**config.mk**
```make
export PLATFORM = sky130hd
export DESIGN_NAME = crpf_ctrl
export DESIGN_NICKNAME = d
export VERILOG_FILES = /design/src/rtl/crpf_pkg.sv /design/src/rtl/crpf_ctrl.sv
export SDC_FILE = /design/constraint.sdc
export NUM_CORES = 1
export LEC_CHECK = 0
export BUFFER_PORTS_ARGS = -buffer_cell sky130_fd_sc_hd__buf_2
export CAP_MARGIN = 15
export CORE_AREA = 5 5 42 44
export CTS_CLUSTER_SIZE = 25
export DETAILED_ROUTE_END_ITERATION = 6
export DIE_AREA = 0 0 47 49
export PLACE_DENSITY_LB_ADDON = 0.08
export SLEW_MARGIN = 20
export SYNTH_ARGS = -nofsm -noshare
export SYNTH_HDL_FRONTEND = slang
export SYNTH_SLANG_ARGS = --single-unit
export TNS_END_PERCENT = 1
```
**constraint.sdc**
```tcl
create_clock -name clk -period 1.6 [get_ports clk]
set_clock_uncertainty 0.15 [all_clocks]
set_input_delay 0.32 -clock clk [delete_from_list [all_inputs] [get_ports clk]]
set_output_delay 0.32 -clock clk [all_outputs]
set_load 0.005 [all_outputs]
```
**src/rtl/crpf_pkg.sv**
```systemverilog
// Shared constants, codes and control types for the clipped rectangle pixel flag engine.
`default_nettype none

package crpf_pkg;

    // Field widths
    localparam int REQ_W    = 2;
    localparam int COORD_W  = 12;
    localparam int SIZE_W   = 10;
    localparam int VAL_W    = 8;
    localparam int CFG_W    = 10;
    localparam int PIX_W    = 10;   // pixel coordinate inside the active map
    localparam int CLIP_W   = 14;   // signed width for clip arithmetic

    // Stream packing
    localparam int S_TDATA_W = 56;
    localparam int S_TUSER_W = REQ_W;
    localparam int M_TDATA_W = 8;

    // Configuration port
    localparam int CFG_IDX_W = 2;
    localparam logic [CFG_IDX_W-1:0] REG_MAP_WIDTH  = 2'd0;
    localparam logic [CFG_IDX_W-1:0] REG_MAP_HEIGHT = 2'd1;
    localparam logic [CFG_W-1:0]     MAP_SIZE_RESET = 10'd512;

    // Default map storage bounds
    localparam int MAP_W_MAX_DEF = 512;
    localparam int MAP_H_MAX_DEF = 512;

    // Request codes
    localparam logic [REQ_W-1:0] REQ_QUERY = 2'd0;
    localparam logic [REQ_W-1:0] REQ_FILL  = 2'd1;
    localparam logic [REQ_W-1:0] REQ_OR    = 2'd2;

    typedef enum logic [2:0] {
        ST_CLEAR,
        ST_IDLE,
        ST_CLIP,
        ST_CHECK,
        ST_RUN,
        ST_DRAIN,
        ST_RESP
    } state_t;

    typedef struct packed {
        logic clear_step;
        logic capture;
        logic clip;
        logic start;
        logic run;
        logic respond;
    } ctrl_cmd_t;

    typedef struct packed {
        logic clear_last;
        logic empty;
        logic last_pixel;
        logic out_free;
    } dp_status_t;

endpackage

`default_nettype wire

```
**src/rtl/crpf_ctrl.sv**
```systemverilog
// Controller state machine: sequences clear pass, clip, pixel sweep and result.
`default_nettype none

module crpf_ctrl
(
    input  wire logic                   clk,
    input  wire logic                   rst_n,
    input  wire logic                   s_tvalid,
    output logic                        s_tready,
    input  wire crpf_pkg::dp_status_t   status,
    output crpf_pkg::ctrl_cmd_t         cmd
);

    crpf_pkg::state_t state_reg;
    crpf_pkg::state_t state_next;

    always_ff @(posedge clk or negedge rst_n)
    begin
        if (!rst_n)
        begin
            state_reg <= crpf_pkg::ST_CLEAR;
        end
        else
        begin
            state_reg <= state_next;
        end
    end

    always_comb
    begin
        state_next = state_reg;
        unique case (state_reg)
            crpf_pkg::ST_CLEAR:
            begin
                if (status.clear_last)
                begin
                    state_next = crpf_pkg::ST_IDLE;
                end
            end
            crpf_pkg::ST_IDLE:
            begin
                if (s_tvalid)
                begin
                    state_next = crpf_pkg::ST_CLIP;
                end
            end
            crpf_pkg::ST_CLIP:
            begin
                state_next = crpf_pkg::ST_CHECK;
            end
            crpf_pkg::ST_CHECK:
            begin
                state_next = status.empty ? crpf_pkg::ST_RESP : crpf_pkg::ST_RUN;
            end
            crpf_pkg::ST_RUN:
            begin
                if (status.last_pixel)
                begin
                    state_next = crpf_pkg::ST_DRAIN;
                end
            end
            crpf_pkg::ST_DRAIN:
            begin
                state_next = crpf_pkg::ST_RESP;
            end
            crpf_pkg::ST_RESP:
            begin
                if (status.out_free)
                begin
                    state_next = crpf_pkg::ST_IDLE;
                end
            end
            default:
            begin
                state_next = crpf_pkg::ST_CLEAR;
            end
        endcase
    end

    always_comb
    begin
        cmd      = '0;
        s_tready = 1'b0;
        unique case (state_reg)
            crpf_pkg::ST_CLEAR:
            begin
                cmd.clear_step = 1'b1;
            end
            crpf_pkg::ST_IDLE:
            begin
                s_tready    = 1'b1;
                cmd.capture = s_tvalid;
            end
            crpf_pkg::ST_CLIP:
            begin
                cmd.clip = 1'b1;
            end
            crpf_pkg::ST_CHECK:
            begin
                cmd.start = 1'b1;
            end
            crpf_pkg::ST_RUN:
            begin
                cmd.run = 1'b1;
            end
            crpf_pkg::ST_DRAIN:
            begin
                cmd = '0;
            end
            crpf_pkg::ST_RESP:
            begin
                cmd.respond = status.out_free;
            end
            default:
            begin
                cmd = '0;
            end
        endcase
    end

endmodule

`default_nettype wire

```
* Yosys cells after proc, flatten, opt, wreduce, memory -nomap -nowiden
Index checks and enable logic that the tools add are counted.
W data, S select, Z words.
** Cells by class
- Multiplexer cells :: 13
- Equal/unequal tests :: 10
- Reduce and logical (&&, ||, !) cells :: 2
** Operator list (number)
- $pmux W3 S7 :: 1
- $mux W3 :: 4
- $eq A3 B3 Y1 const B :: 3
- $ne A2 B2 Y1 const B :: 4
- $mux W1 :: 7
- $eq A3 B2 Y1 const B :: 2
- $reduce_and A4 Y1 :: 1
- $eq A3 B1 Y1 const B :: 1
- $logic_not A3 Y1 :: 1
- $mux W2 :: 1
** Word-level totals
- Bits in registers :: 3
- Word-level logic and storage cells :: 26
- Input port bits :: 7

* Logic depth before layout (Yosys ltp)
- Depth in word-level cells :: 3
- Gate-level depth with buffers :: 4

* Least setup slack after synthesis
Ideal clock, no wire load.
- Kind :: register to output
- Start point :: register state_reg[1]
- End point :: output port cmd[4] (netlist name)
- Data required time :: 1.130 ns
- Setup slack :: 0.252 ns
- Path buffers :: 1
- Data arrival time :: 0.878 ns
- Stages on the path, launching flop included :: 4
- Path through :: dfrtp_1 > buf_6 > nor3b_4 > and2_1
** RTL lines
- from (decl) :: line crpf_ctrl.sv:14 : crpf_pkg::state_t state_reg;
- from (signal assigned) :: line crpf_ctrl.sv:21 : state_reg <= crpf_pkg::ST_CLEAR;
- from (signal assigned) :: line crpf_ctrl.sv:25 : state_reg <= state_next;
- to (decl) :: line crpf_ctrl.sv:11 : output crpf_pkg::ctrl_cmd_t cmd

==> flow_summary.toml <==
[final_layout]
nets = 56
n_fill_cell = 169
antenna_cells = 0
design_area_um2 = 399
largest_reg_flops = 3
syn_to_final_growth_pct = 67.9
final_util_pct = 28.5
layout-drive-gt1-share_pct = 68.8

[power]
leakage_nw = 0.203
power.density_mw_per_mm2 = 1920
pwr-share-clk_pct = 17.3
irDropWorstVdd_uv = 549
p_sw_mw = 0.290
p_seq_share_pct = 24.8
power.share.switching_pct = 38.0
intPower_mw = 0.474
comb_power_share_pct = 57.8

[clock_network]
clockRootBuffer = "clkbuf_4"
numCtsBuffers = 3
clk_pin_slew_ns = 0.04
htreeDepth = 1
cts_sinks = 3
clock_latency_ns = 0.23
cts_tree = "done"
clock_path_buffers = 2

[critical_path]
worst-setup-path-type = "flip-flop to output pin"
critPathCaptureType = "output pin"
path_max_fanout = 5
cp_data_required_time_ns = 1.13
r2r_cells = 4
critPathBufInv = 1
rr_startpoint = "state_reg[2]"
slowest_delay_ns = 0.44
critPathLaunchType = "flip-flop"
path_cells = "nor3b_4, and2_1, buf_2"
arrival_ns = 1.12
r2r_end = "state_reg[0]"
path_delay_family = "flip-flops"
r2r_slack_ns = 0.24
crit_slowest_cell = "dfrtp_2"

[grt]
grt_pass1_wl_um = 1140
overflow = 0
first_global_vias = 293
grt_max_degree = 8
grt.total_usage_pct = 7.48
antenna_found_initial = 0

[place]
dp_hpwl_um = 449
io_buffers = 13
place_congestion = 0.726
post_dp_cell_area_um2 = 300

[logic_synthesis]
synth_cell_types = 17
yosys_warnings = 0
synth.ff_latch_count = 3
netlist_area_um2 = 238
synthCells = 26
synth-seq-area-share_pct = 31.6
avgSynthCellArea_um2 = 9.14
synth_fp_nets = 33

[floorplanning]
io_pins = 14
start_util_pct = 17.0
core_mm2 = 0.00140
die_w_um = 47
rows = 14
die_h_um = 49
dieArea_mm2 = 0.00230

[sta]
hold_viol = 0
maxSlewViolCount = 0
slew_headroom_pct = 88.0
tightest_slew_ns = 0.178
max_freq_mhz = 628
min_period_ns = 1.59
rsz0062_at_grt = "true"
fin_crit_sh_pct = 99.5
hold_slack_ns = 0.161
setup_viol = 0

[worst_hold_path]
whs_path_depth = 2
hold_class = "primary input to flip-flop"
hold_end = "state_reg[0]"
worstHoldStart = "s_tvalid"

[routing]
viasPerCell = 4.16
wire_per_inst_um = 10.4
vias = 266
drc = 0
ant_nets = 0
wl_um = 667
first_pass_iters = 2
drt_iter0_drc = 1

[run]
cap_violations = 0

[run_status]
status = "complete, no violations"
## layout make-up
class / count / area (µm²) / share of cell area (%)
clock buffer: 4 / 26.3 / 6.58
inverter: 2 / 7.51 / 1.88
tap: 16 / 20.0 / 5.02
timing repair buffer: 20 / 124 / 31.0
multi-input combinational: 19 / 143 / 35.7
sequential: 3 / 78.8 / 19.7
## power by group through the flow
stage / Sequential, mW / Clock (mW) / Combinational (mW)
global route: 0.199 / 0.154 / 0.487
detailed placement: 0.219 / 0 / 0.273
global placement: 0.220 / 0 / 0.276
CTS: 0.185 / 0.138 / 0.422
floorplan: 0.142 / 0 / 0.286
finish: 0.190 / 0.132 / 0.442
## metal layers
metal  vias to the layer above  global-route usage [%]  share of wire, %
met4                         0                    9.68               2.8
li1                        135                       -                 -
met2                         8                    9.95                51
met5                         -                       0                 0
met1                       121                    8.19                45
met3                         2                    1.48               1.3
## worst max path at each step
stage               endpoint  cells past startpoint          from  slack [ns]
CTS                   cmd[4]                      3  state_reg[2]       -0.02
floorplan             cmd[4]                      3  state_reg[1]        0.25
global placement      cmd[4]                      3  state_reg[1]        0.11
global route          cmd[4]                      3  state_reg[2]       -0.08
finish                cmd[4]                      3  state_reg[2]       0.008
detailed placement    cmd[4]                      3  state_reg[1]        0.12
## cell usage in the layout (no fill, tap or decap), drive strengths merged
cell type / n
a21boi: 1
a21o: 1
and2: 1
and3: 1
buf: 19
clkbuf: 4
dfrtp: 3
dlygate4sd3: 1
inv: 2
mux2: 1
nand2: 2
nand2b: 1
nand3b: 1
nor2: 2
nor3: 2
nor3b: 1
o21ai: 3
o22ai: 2
## per-stage QoR
step | instances | worst slack, ns | TNS (ns) | power [mW]
2_1_floorplan | 26 | 0.252 | 0 | 0.428
3_3_place_gp | 53 | 0.114 | 0 | 0.496
3_5_place_dp | 53 | 0.115 | 0 | 0.492
4_1_cts | 64 | -0.0187 | -0.0187 | 0.745
5_1_grt | 64 | -0.0769 | -0.147 | 0.841
6_report | 64 | 0.00763 | 0 | 0.764
## synthesized netlist by cell type (all sizes together)
library cell  number  area, µm²
dfrtp              3       75.1
o21ai              3       18.8
buf                2       22.5
inv                2       7.51
nand2              2       7.51
nor2               2       7.51
nor3               2       10.0
o22ai              2       12.5
a21boi             1       7.51
a21o               1       8.76
and2               1       6.26
and3               1       6.26
mux2               1       15.0
nand2b             1       6.26
nand3b             1       7.51
nor3b              1       18.8
## kinds of logic (layout without fill, tap and decap cells)
| group | count (synthesis) | in the layout | synth area share (%) |
|---|---|---|---|
| AO/OA/AOI/OAI | 7 | 7 | 20.0 |
| buffers and inverters | 4 | 26 | 12.6 |
| flip-flops | 3 | 3 | 31.6 |
| multiplexers | 1 | 1 | 6.31 |
| AND/OR/NAND/NOR | 11 | 11 | 29.5 |
## what timing repair did
item                                    in CTS  in global routing
setup buffers                                6                  0
hold buffers                                 1                  0
endpoints found under the setup margin       6                  4
pin swaps                                    1                  2
resized for setup                            3                  3
hold endpoints to repair                     3                  0
No activity file was read; power rests on OpenSTA's default activity.
